`config.mk`:
```
export PLATFORM = sky130hd
export DESIGN_NAME = c_subset_lexer_top
export DESIGN_NICKNAME = d
export VERILOG_FILES = /design/src/rtl/core/clex_pkg.sv /design/src/rtl/core/clex_dpath.sv /design/src/rtl/core/clex_ctrl.sv /design/src/rtl/core/c_subset_lexer_top.sv
export SDC_FILE = /design/constraint.sdc
export NUM_CORES = 1
export LEC_CHECK = 0
export ABC_AREA = 1
export ABC_CLOCK_PERIOD_IN_PS = 4000
export BUFFER_PORTS_ARGS = -buffer_cell sky130_fd_sc_hd__buf_2
export CAP_MARGIN = 20
export CELL_PAD_IN_SITES_DETAIL_PLACEMENT = 2
export CELL_PAD_IN_SITES_GLOBAL_PLACEMENT = 2
export CORE_MARGIN = 10
export CORE_UTILIZATION = 32
export DETAILED_ROUTE_END_ITERATION = 16
export HOLD_SLACK_MARGIN = 0.1
export PLACE_DENSITY = 0.74
export SYNTH_ARGS = -nofsm -noshare
export SYNTH_HDL_FRONTEND = slang
export SYNTH_HIERARCHICAL = 1
export SYNTH_SLANG_ARGS = --single-unit
```
`constraint.sdc`:
```
create_clock -name i_clk -period 4 [get_ports i_clk]
set_clock_uncertainty 0.15 [all_clocks]
set_input_delay 0.4 -clock i_clk [delete_from_list [all_inputs] [get_ports i_clk]]
set_output_delay 0.4 -clock i_clk [all_outputs]
set_load 0.01 [all_outputs]
```
`src/rtl/core/clex_pkg.sv`:
```
// ----------------------------------------------------------------------------
// clex_pkg
// Shared types, codes and keyword tables for the C subset lexer.
// ----------------------------------------------------------------------------
`default_nettype none

package clex_pkg;

    localparam int MAX_TOKEN_LEN_DEF = 19;
    localparam int KW_COUNT          = 9;
    localparam int KW_POS            = 8;

    typedef enum logic [2:0] {
        KIND_KEYWORD   = 3'd0,
        KIND_IDENT     = 3'd1,
        KIND_NUMBER    = 3'd2,
        KIND_OPERATOR  = 3'd3,
        KIND_SEPARATOR = 3'd4,
        KIND_END       = 3'd5
    } t_kind;

    typedef enum logic [1:0] {
        MODE_START  = 2'd0,
        MODE_IDENT  = 2'd1,
        MODE_NUMBER = 2'd2,
        MODE_EQ     = 2'd3
    } t_mode;

    typedef enum logic [2:0] {
        CLS_WORD,
        CLS_DIGIT,
        CLS_EQ,
        CLS_OP,
        CLS_PUNCT,
        CLS_SKIP
    } t_cls;

    typedef enum logic [1:0] {
        TAIL_NONE,
        TAIL_APPEND,
        TAIL_EMIT,
        TAIL_END
    } t_tail;

    typedef enum logic [1:0] {
        ST_IDLE,
        ST_DECIDE,
        ST_FLUSH,
        ST_TAIL
    } t_state;

    typedef enum logic [1:0] {
        OSRC_BUF,
        OSRC_BYTE,
        OSRC_END
    } t_out_src;

    typedef struct packed {
        logic     load_in;
        logic     append;
        logic     flush_adv;
        logic     clear_tok;
        logic     out_load;
        t_out_src out_src;
        t_kind    out_kind;
        logic     out_last;
    } t_dp_cmd;

    typedef struct packed {
        t_cls cls;
        logic eot;
        logic is_kw;
        logic flush_last;
        logic out_free;
    } t_dp_sts;

    localparam logic [7:0] KW_CHR [KW_COUNT][KW_POS] = '{
        '{"i", "n", "t", 8'h00, 8'h00, 8'h00, 8'h00, 8'h00},
        '{"r", "e", "t", "u", "r", "n", 8'h00, 8'h00},
        '{"i", "f", 8'h00, 8'h00, 8'h00, 8'h00, 8'h00, 8'h00},
        '{"e", "l", "s", "e", 8'h00, 8'h00, 8'h00, 8'h00},
        '{"w", "h", "i", "l", "e", 8'h00, 8'h00, 8'h00},
        '{"f", "o", "r", 8'h00, 8'h00, 8'h00, 8'h00, 8'h00},
        '{"c", "h", "a", "r", 8'h00, 8'h00, 8'h00, 8'h00},
        '{"f", "l", "o", "a", "t", 8'h00, 8'h00, 8'h00},
        '{"d", "o", "u", "b", "l", "e", 8'h00, 8'h00}
    };

    localparam logic [3:0] KW_LEN [KW_COUNT] = '{
        4'd3, 4'd6, 4'd2, 4'd4, 4'd5, 4'd3, 4'd4, 4'd5, 4'd6
    };

    function automatic t_cls classify(input logic [7:0] c);
        logic letter;
        logic digit;
        letter = (c inside {[8'h61:8'h7A], [8'h41:8'h5A]});
        digit  = (c inside {[8'h30:8'h39]});
        if (letter || c == 8'h5F) begin
            return CLS_WORD;
        end else if (digit) begin
            return CLS_DIGIT;
        end else if (c == 8'h3D) begin
            return CLS_EQ;
        end else if (c inside {8'h2B, 8'h2D, 8'h2A, 8'h2F}) begin
            return CLS_OP;
        end else if (c inside {[8'h21:8'h7E]}) begin
            return CLS_PUNCT;
        end
        return CLS_SKIP;
    endfunction

endpackage

`default_nettype wire

```
`src/rtl/core/clex_dpath.sv`:
```
// ----------------------------------------------------------------------------
// clex_dpath
// Token buffer, length and keyword match tracking, and the output register.
// ----------------------------------------------------------------------------
`default_nettype none

module clex_dpath #(
    parameter int MAX_TOKEN_LEN = clex_pkg::MAX_TOKEN_LEN_DEF
) (
    input  logic              i_clk,
    input  logic              i_rst_n,
    input  logic [7:0]        i_text_byte,
    input  logic              i_end_of_text,
    input  clex_pkg::t_dp_cmd i_cmd,
    output clex_pkg::t_dp_sts o_sts,
    input  logic              i_out_ready,
    output logic              o_out_valid,
    output logic [2:0]        o_token_kind,
    output logic [7:0]        o_token_char,
    output logic              o_token_done,
    output logic              o_token_truncated,
    output logic              o_run_last
);
    import clex_pkg::*;

    localparam int AW = $clog2(MAX_TOKEN_LEN);
    localparam int LW = $clog2(MAX_TOKEN_LEN + 1);

    logic [7:0]          r_mem [MAX_TOKEN_LEN];
    logic [7:0]          r_rd;
    logic [7:0]          r_byte;
    logic                r_eot;
    logic [LW-1:0]       r_len, n_len;
    logic                r_ovf, n_ovf;
    logic [AW-1:0]       r_idx, n_idx;
    logic [AW-1:0]       rd_addr;
    logic [KW_COUNT-1:0] r_match, n_match;
    logic [KW_COUNT-1:0] kw_hit;
    logic                room;
    logic                flush_last;
    logic                out_free;

    logic                r_out_valid;
    logic [2:0]          r_kind;
    logic [7:0]          r_char;
    logic                r_done;
    logic                r_trunc;
    logic                r_last;

    assign room       = r_len < LW'(MAX_TOKEN_LEN);
    assign flush_last = (LW'(r_idx) + LW'(1)) == r_len;
    assign out_free   = !r_out_valid || i_out_ready;
    assign rd_addr    = (i_cmd.flush_adv && !flush_last) ? r_idx + AW'(1) : r_idx;

    always_comb begin
        for (int k = 0; k < KW_COUNT; k++) begin
            kw_hit[k] = r_match[k] && (r_len == LW'(KW_LEN[k]));
        end
    end

    always_comb begin
        o_sts.cls        = classify(r_byte);
        o_sts.eot        = r_eot;
        o_sts.is_kw      = !r_ovf && (|kw_hit);
        o_sts.flush_last = flush_last;
        o_sts.out_free   = out_free;
    end

    always_comb begin
        n_len   = r_len;
        n_ovf   = r_ovf;
        n_idx   = r_idx;
        n_match = r_match;
        if (i_cmd.clear_tok) begin
            n_len   = '0;
            n_ovf   = 1'b0;
            n_idx   = '0;
            n_match = '1;
        end else begin
            if (i_cmd.append) begin
                if (room) begin
                    n_len = r_len + LW'(1);
                    for (int k = 0; k < KW_COUNT; k++) begin
                        n_match[k] = r_match[k] && (r_len < LW'(KW_LEN[k]))
                                     && (KW_CHR[k][r_len[2:0]] == r_byte);
                    end
                end else begin
                    n_ovf = 1'b1;
                end
            end
            if (i_cmd.flush_adv) begin
                n_idx = r_idx + AW'(1);
            end
        end
    end

    always_ff @(posedge i_clk) begin
        if (!i_rst_n) begin
            r_len   <= '0;
            r_ovf   <= 1'b0;
            r_idx   <= '0;
            r_match <= '1;
        end else begin
            r_len   <= n_len;
            r_ovf   <= n_ovf;
            r_idx   <= n_idx;
            r_match <= n_match;
        end
    end

    always_ff @(posedge i_clk) begin
        if (i_cmd.append && room) begin
            r_mem[r_len[AW-1:0]] <= r_byte;
        end
        r_rd <= r_mem[rd_addr];
    end

    always_ff @(posedge i_clk) begin
        if (i_cmd.load_in) begin
            r_byte <= i_text_byte;
            r_eot  <= i_end_of_text;
        end
    end

    always_ff @(posedge i_clk) begin
        if (!i_rst_n) begin
            r_out_valid <= 1'b0;
        end else if (i_cmd.out_load) begin
            r_out_valid <= 1'b1;
        end else if (i_out_ready) begin
            r_out_valid <= 1'b0;
        end
    end

    always_ff @(posedge i_clk) begin
        if (i_cmd.out_load) begin
            r_kind <= i_cmd.out_kind;
            r_last <= i_cmd.out_last;
            case (i_cmd.out_src)
                OSRC_BUF: begin
                    r_char  <= r_rd;
                    r_done  <= flush_last;
                    r_trunc <= r_ovf;
                end
                OSRC_BYTE: begin
                    r_char  <= r_byte;
                    r_done  <= 1'b1;
                    r_trunc <= 1'b0;
                end
                default: begin
                    r_char  <= 8'h00;
                    r_done  <= 1'b1;
                    r_trunc <= 1'b0;
                end
            endcase
        end
    end

    assign o_out_valid       = r_out_valid;
    assign o_token_kind      = r_kind;
    assign o_token_char      = r_char;
    assign o_token_done      = r_done;
    assign o_token_truncated = r_trunc;
    assign o_run_last        = r_last;

endmodule

`default_nettype wire

```
`src/rtl/core/clex_ctrl.sv`:
```
// ----------------------------------------------------------------------------
// clex_ctrl
// Lexer state machine: decodes each byte and sequences token flushes.
// ----------------------------------------------------------------------------
`default_nettype none

module clex_ctrl (
    input  logic              i_clk,
    input  logic              i_rst_n,
    input  logic              i_in_valid,
    output logic              o_in_ready,
    input  clex_pkg::t_dp_sts i_sts,
    output clex_pkg::t_dp_cmd o_cmd
);
    import clex_pkg::*;

    t_state r_state, n_state;
    t_mode  r_mode,  n_mode;
    t_tail  r_tail,  n_tail;
    t_kind  r_fkind, n_fkind;

    logic   cont;
    t_kind  pend_kind;
    t_tail  start_tail;
    t_mode  start_mode;

    always_comb begin
        case (i_sts.cls)
            CLS_WORD, CLS_DIGIT, CLS_EQ: start_tail = TAIL_APPEND;
            CLS_OP, CLS_PUNCT:           start_tail = TAIL_EMIT;
            default:                     start_tail = TAIL_NONE;
        endcase
        case (i_sts.cls)
            CLS_WORD:  start_mode = MODE_IDENT;
            CLS_DIGIT: start_mode = MODE_NUMBER;
            CLS_EQ:    start_mode = MODE_EQ;
            default:   start_mode = MODE_START;
        endcase
        case (r_mode)
            MODE_IDENT:  pend_kind = i_sts.is_kw ? KIND_KEYWORD : KIND_IDENT;
            MODE_NUMBER: pend_kind = KIND_NUMBER;
            default:     pend_kind = KIND_OPERATOR;
        endcase
        cont = (r_mode == MODE_IDENT && (i_sts.cls == CLS_WORD || i_sts.cls == CLS_DIGIT))
               || (r_mode == MODE_NUMBER && i_sts.cls == CLS_DIGIT);
    end

    always_ff @(posedge i_clk) begin
        if (!i_rst_n) begin
            r_state <= ST_IDLE;
            r_mode  <= MODE_START;
            r_tail  <= TAIL_NONE;
            r_fkind <= KIND_OPERATOR;
        end else begin
            r_state <= n_state;
            r_mode  <= n_mode;
            r_tail  <= n_tail;
            r_fkind <= n_fkind;
        end
    end

    always_comb begin
        n_state    = r_state;
        n_mode     = r_mode;
        n_tail     = r_tail;
        n_fkind    = r_fkind;
        o_cmd      = '0;
        o_in_ready = 1'b0;
        case (r_state)
            ST_IDLE: begin
                o_in_ready = 1'b1;
                if (i_in_valid) begin
                    o_cmd.load_in = 1'b1;
                    n_state       = ST_DECIDE;
                end
            end
            ST_DECIDE: begin
                n_fkind = pend_kind;
                if (i_sts.eot) begin
                    n_tail  = TAIL_END;
                    n_state = (r_mode != MODE_START) ? ST_FLUSH : ST_TAIL;
                end else if (cont) begin
                    o_cmd.append = 1'b1;
                    n_state      = ST_IDLE;
                end else if (r_mode == MODE_EQ && i_sts.cls == CLS_EQ) begin
                    o_cmd.append = 1'b1;
                    n_tail       = TAIL_NONE;
                    n_state      = ST_FLUSH;
                end else if (r_mode != MODE_START) begin
                    n_tail  = start_tail;
                    n_state = ST_FLUSH;
                end else begin
                    case (start_tail)
                        TAIL_APPEND: begin
                            o_cmd.append = 1'b1;
                            n_mode       = start_mode;
                            n_state      = ST_IDLE;
                        end
                        TAIL_EMIT: begin
                            n_tail  = TAIL_EMIT;
                            n_state = ST_TAIL;
                        end
                        default: begin
                            n_state = ST_IDLE;
                        end
                    endcase
                end
            end
            ST_FLUSH: begin
                if (i_sts.out_free) begin
                    o_cmd.out_load  = 1'b1;
                    o_cmd.out_src   = OSRC_BUF;
                    o_cmd.out_kind  = r_fkind;
                    o_cmd.flush_adv = 1'b1;
                    if (i_sts.flush_last) begin
                        o_cmd.clear_tok = 1'b1;
                        o_cmd.out_last  = (r_tail == TAIL_NONE) || (r_tail == TAIL_APPEND);
                        n_mode          = MODE_START;
                        n_state         = (r_tail == TAIL_NONE) ? ST_IDLE : ST_TAIL;
                    end
                end
            end
            ST_TAIL: begin
                case (r_tail)
                    TAIL_APPEND: begin
                        o_cmd.append = 1'b1;
                        n_mode       = start_mode;
                        n_state      = ST_IDLE;
                    end
                    TAIL_EMIT: begin
                        if (i_sts.out_free) begin
                            o_cmd.out_load = 1'b1;
                            o_cmd.out_src  = OSRC_BYTE;
                            o_cmd.out_kind = (i_sts.cls == CLS_OP) ? KIND_OPERATOR
                                                                   : KIND_SEPARATOR;
                            o_cmd.out_last = 1'b1;
                            n_state        = ST_IDLE;
                        end
                    end
                    TAIL_END: begin
                        if (i_sts.out_free) begin
                            o_cmd.out_load = 1'b1;
                            o_cmd.out_src  = OSRC_END;
                            o_cmd.out_kind = KIND_END;
                            o_cmd.out_last = 1'b1;
                            n_mode         = MODE_START;
                            n_state        = ST_IDLE;
                        end
                    end
                    default: begin
                        n_state = ST_IDLE;
                    end
                endcase
            end
            default: begin
                n_state = ST_IDLE;
            end
        endcase
    end

endmodule

`default_nettype wire

```
`src/rtl/core/c_subset_lexer_top.sv`:
```
// ----------------------------------------------------------------------------
// c_subset_lexer_top
// Byte-serial lexer for a small C subset, one result per token character.
// ----------------------------------------------------------------------------
// A byte that extends the pending token, starts a new one from the start mode
// or is skipped passes through the decide state before the next ready. A byte
// that closes a token holds off the next byte while the token text leaves the
// buffer through its single read port, one character per cycle while the
// output register is free. The tail state follows when the byte is itself a
// one-character operator or separator, starts the next token after a flush,
// or ends the text, for the end token. Results leave through an output
// register that holds while the consumer stalls; while a full output register
// waits on the consumer, the flush and the emitting tail steps wait too.
`default_nettype none

module c_subset_lexer_top #(
    parameter int MAX_TOKEN_LEN = clex_pkg::MAX_TOKEN_LEN_DEF
) (
    input  logic       i_clk,
    input  logic       i_rst_n,
    input  logic       i_in_valid,
    output logic       o_in_ready,
    input  logic [7:0] i_text_byte,
    input  logic       i_end_of_text,
    output logic       o_out_valid,
    input  logic       i_out_ready,
    output logic [2:0] o_token_kind,
    output logic [7:0] o_token_char,
    output logic       o_token_done,
    output logic       o_token_truncated,
    output logic       o_run_last
);
    import clex_pkg::*;

    t_dp_cmd cmd;
    t_dp_sts sts;

    clex_ctrl u_ctrl (
        .i_clk      (i_clk),
        .i_rst_n    (i_rst_n),
        .i_in_valid (i_in_valid),
        .o_in_ready (o_in_ready),
        .i_sts      (sts),
        .o_cmd      (cmd)
    );

    clex_dpath #(
        .MAX_TOKEN_LEN (MAX_TOKEN_LEN)
    ) u_dpath (
        .i_clk             (i_clk),
        .i_rst_n           (i_rst_n),
        .i_text_byte       (i_text_byte),
        .i_end_of_text     (i_end_of_text),
        .i_cmd             (cmd),
        .o_sts             (sts),
        .i_out_ready       (i_out_ready),
        .o_out_valid       (o_out_valid),
        .o_token_kind      (o_token_kind),
        .o_token_char      (o_token_char),
        .o_token_done      (o_token_done),
        .o_token_truncated (o_token_truncated),
        .o_run_last        (o_run_last)
    );

endmodule

`default_nettype wire

```
==> results.yml <==
synth:
  yosysWarnings: 6
  syn-cell-area_um2: 10500
  synth-edff-count: 175
  synth.distinct_cells: 42
  synth_cells: 1156
  synthDominantCellAreaShare: 0.501
  async_flop_share: 0
  seq_area_frac_synth: 0.572
  synth_ff_type: "edfxtp_1"
  synth.largest_area_cell: "edfxtp_1"
  synth_nets: 1178
  ys_seq_elements: 212
  synth_commonest_cells: "258 x nand2_1, 199 x inv_1, 187 x nand3_1"
  synth.avg_cell_area_um2: 9.07
  yosys-top-cells-area: "edfxtp_1 50%, nand2_1 9.2%, nand3_1 8.9%, inv_1 7.1%, dfxtp_1 7.1%"
  synth_most_common_cell: "nand2_1"
hold_path:
  hold_depth: 2
  hp-class: "register to register"
detailed_routing:
  vias_per_cell: 4.96
  dr.first_iter.drc_count: 471
  ant_nets: 0
  finalWirelength_um: 34500
  drtPass1Iterations: 5
  vias: 8289
  wl_per_cell_um: 20.6
  drc: 0
clocking:
  numCtsBuffers: 25
  h-tree-depth: 1
  ctsRootBufferMaster: "clkbuf_16"
  clock_path_buffers: 3
  clk_pin_slew_ns: 0.06
  clock_insertion_delay_worst_skew_ns: 0.54
  clock-sinks: 212
  cts_tree: "done"
  cts_setup_buffers: 0
grt:
  grt_overflow: 0
  antenna_found_initial: 0
  grt_pass1_wl_um: 53400
  grt_pass1_vias: 9038
  grt_use_total: 0.168
  grt_max_degree: 49
worst_setup_path:
  critPathMaxStageDelay_ns: 0.55
  reg2reg_depth: 17
  start_kind: "register"
  cp_num_buf_inv: 5
  worstPathCellList: "nor2_1, inv_1, nor2_1, inv_1, o41ai_1, nor3_1, inv_1, nand2_1, inv_1, nand2_1, nand3_1, nand3_1, o31ai_1, nand2_1, nor2_1, inv_1, nor2_1"
  crit_slowest_cell: "nor2_1"
  critical_path_peak_fanout: 8
  cp_common_cell: "inv_1"
  path_depth: 17
  crit_family: "simple AND/OR/NAND/NOR gates"
  worstSetupEndpointType: "register"
  worstPathArrival_ns: 3.85
  critical_path_class: "register to register"
  critical_path_required_ns: 4.01
timing:
  maxSlewHeadroom: 0.487
  timing.hold.ws_ns: 0.291
  worst_slew_pin_slew_ns: 0.751
  setup_viol: 0
  finalSetupTns_ns: 0
  clock.fmax_mhz: 261
  hold_viol: 0
  grt_setup_unrepaired: "true"
  slew_viol_final: 0
  fin_crit_sh: 0.959
  period_minus_slack_ns: 3.84
cells_and_area:
  antenna_cells: 0
  area_growth_syn_to_layout_pct: 16.3
  nNetsFinal: 1233
  drive_above_1_share: 0.124
  instances_no_fill: 1672
placement:
  dpl.hpwl_um: 24100
  portBuffers: 28
  placed_cells: 1613
  routabilityCongestion: 0.877
outcome:
  status: "completed"
floorplan:
  core_area_um2: 32500
  num_rows: 66
  die_h_um: 201
  boundaryPins: 29
  initial_core_util: 0.323
  die_width_um: 201
  dieArea_um2: 40400
pwr:
  ir_drop_mv: 0.383
  power_density_nw_per_um2: 735
  p_leak_nw: 5.20
run:
  maxCapViolations: 0
==> cell families after synthesis <==
| kind of cell | Yosys count | synth area share |
|---|---|---|
| simple gates | 561 | 0.239 |
| buf+inv | 257 | 0.104 |
| flops | 212 | 0.572 |
| compound gates | 95 | 0.0560 |
| xor+xnor | 22 | 0.0184 |
| fa+ha+maj | 9 | 0.0107 |
==> through the flow <==
| step | power, mW | setup WS (ns) | area (um2) | util |
|---|---|---|---|---|
| after global routing | 9.52 | -0.198 | 12200 | 0.375 |
| after CTS | 9.00 | 0.132 | 12100 | 0.373 |
| after floorplan | 5.37 | 0.0726 | 10500 | - |
| after global placement | 6.61 | 0.377 | 11200 | 0.344 |
| final | 8.96 | 0.163 | 12200 | 0.375 |
| after detailed placement | 6.70 | 0.145 | 11200 | 0.344 |
==> worst paths after layout <==
| check | startpoint | to | slack [ns] |
|---|---|---|---|
| min | u_dpath/r_match[7] | u_dpath/r_match[7] | 0.29 |
| min reg2reg | u_dpath/r_match[7] | u_dpath/r_match[7] | 0.29 |
| max | u_dpath/r_byte[7] | u_dpath/r_mem[16][1] | 0.16 |
| max reg2reg | u_dpath/r_byte[7] | u_dpath/r_mem[16][1] | 0.16 |
==> report_power, final <==
group | total, mW | internal, mW | leakage, nW | switching [mW]
Sequential | 2.90 | 2.72 | 1.89 | 0.180
Combinational | 3.84 | 1.09 | 2.91 | 2.75
Clock | 2.21 | 1.29 | 0.406 | 0.919
Total | 8.96 | 5.11 | 5.20 | 3.85
==> registers in the layout, indices dropped and copies added (netlist names), 2 cells and up <==
register	flops
u_ctrl/r_fkind	2
u_ctrl/r_mode	2
u_ctrl/r_state	2
u_ctrl/r_tail	2
u_dpath/o_token_char	8
u_dpath/o_token_kind	3
u_dpath/r_byte	8
u_dpath/r_idx	5
u_dpath/r_len	5
u_dpath/r_match	9
u_dpath/r_mem	152
u_dpath/r_rd	8
==> worst register-to-register path: cells and delay by family, from the launching register on <==
| kind | cells | cell delay (ns) |
|---|---|---|
| AND/OR/NAND/NOR | 10 | 1.80 |
| buffers and inverters | 5 | 0.58 |
| AO/OA/AOI/OAI | 2 | 0.50 |
| flip-flops | 1 | 0.45 |
==> placed cells by master (no fill, tap or decap), types with 4 or more instances in the layout <==
cell,instances
a2111oi_0,5
a21oi_1,25
buf_2,28
buf_4,32
clkbuf_1,4
clkbuf_16,25
clkbuf_8,7
clkinv_2,4
dfxtp_1,37
dlygate4sd3_1,12
edfxtp_1,175
ha_1,9
inv_1,199
inv_2,10
nand2_1,257
nand2_2,6
nand3_1,187
nand3_2,7
nand4_1,12
nor2_1,59
nor2_2,5
nor2_4,8
nor3_1,14
o211ai_1,13
o21ai_0,36
o21ai_2,4
xor2_1,20
==> repair_timing <==
item | in CTS | in global routing
endpoints found under the hold margin | 18 | 0
gates resized for setup | 0 | 15
endpoints found under the setup margin | 0 | 80
hold buffers | 12 | 0
==> layer usage <==
layer | global-route usage | up-vias | wire length, um | part of all wire
met5 | 0 | - | 0 | 0
met4 | 0.0403 | 0 | 775 | 0.022
met3 | 0.0219 | 46 | 1140 | 0.033
met2 | 0.304 | 129 | 17600 | 0.51
met1 | 0.207 | 4204 | 15000 | 0.43
li1 | - | 3910 | - | -
==> final cells by class <==
cell class	instances	area, um2
Clock buffer	36	737
Clock inverter	10	82.6
Fill cell	3565	20300
Inverter	210	791
Multi-Input combinational cell	687	3460
Sequential cell	212	6000
Tap cell	442	553
Timing Repair Buffer	75	568
Power figures use the tool's default switching activity.
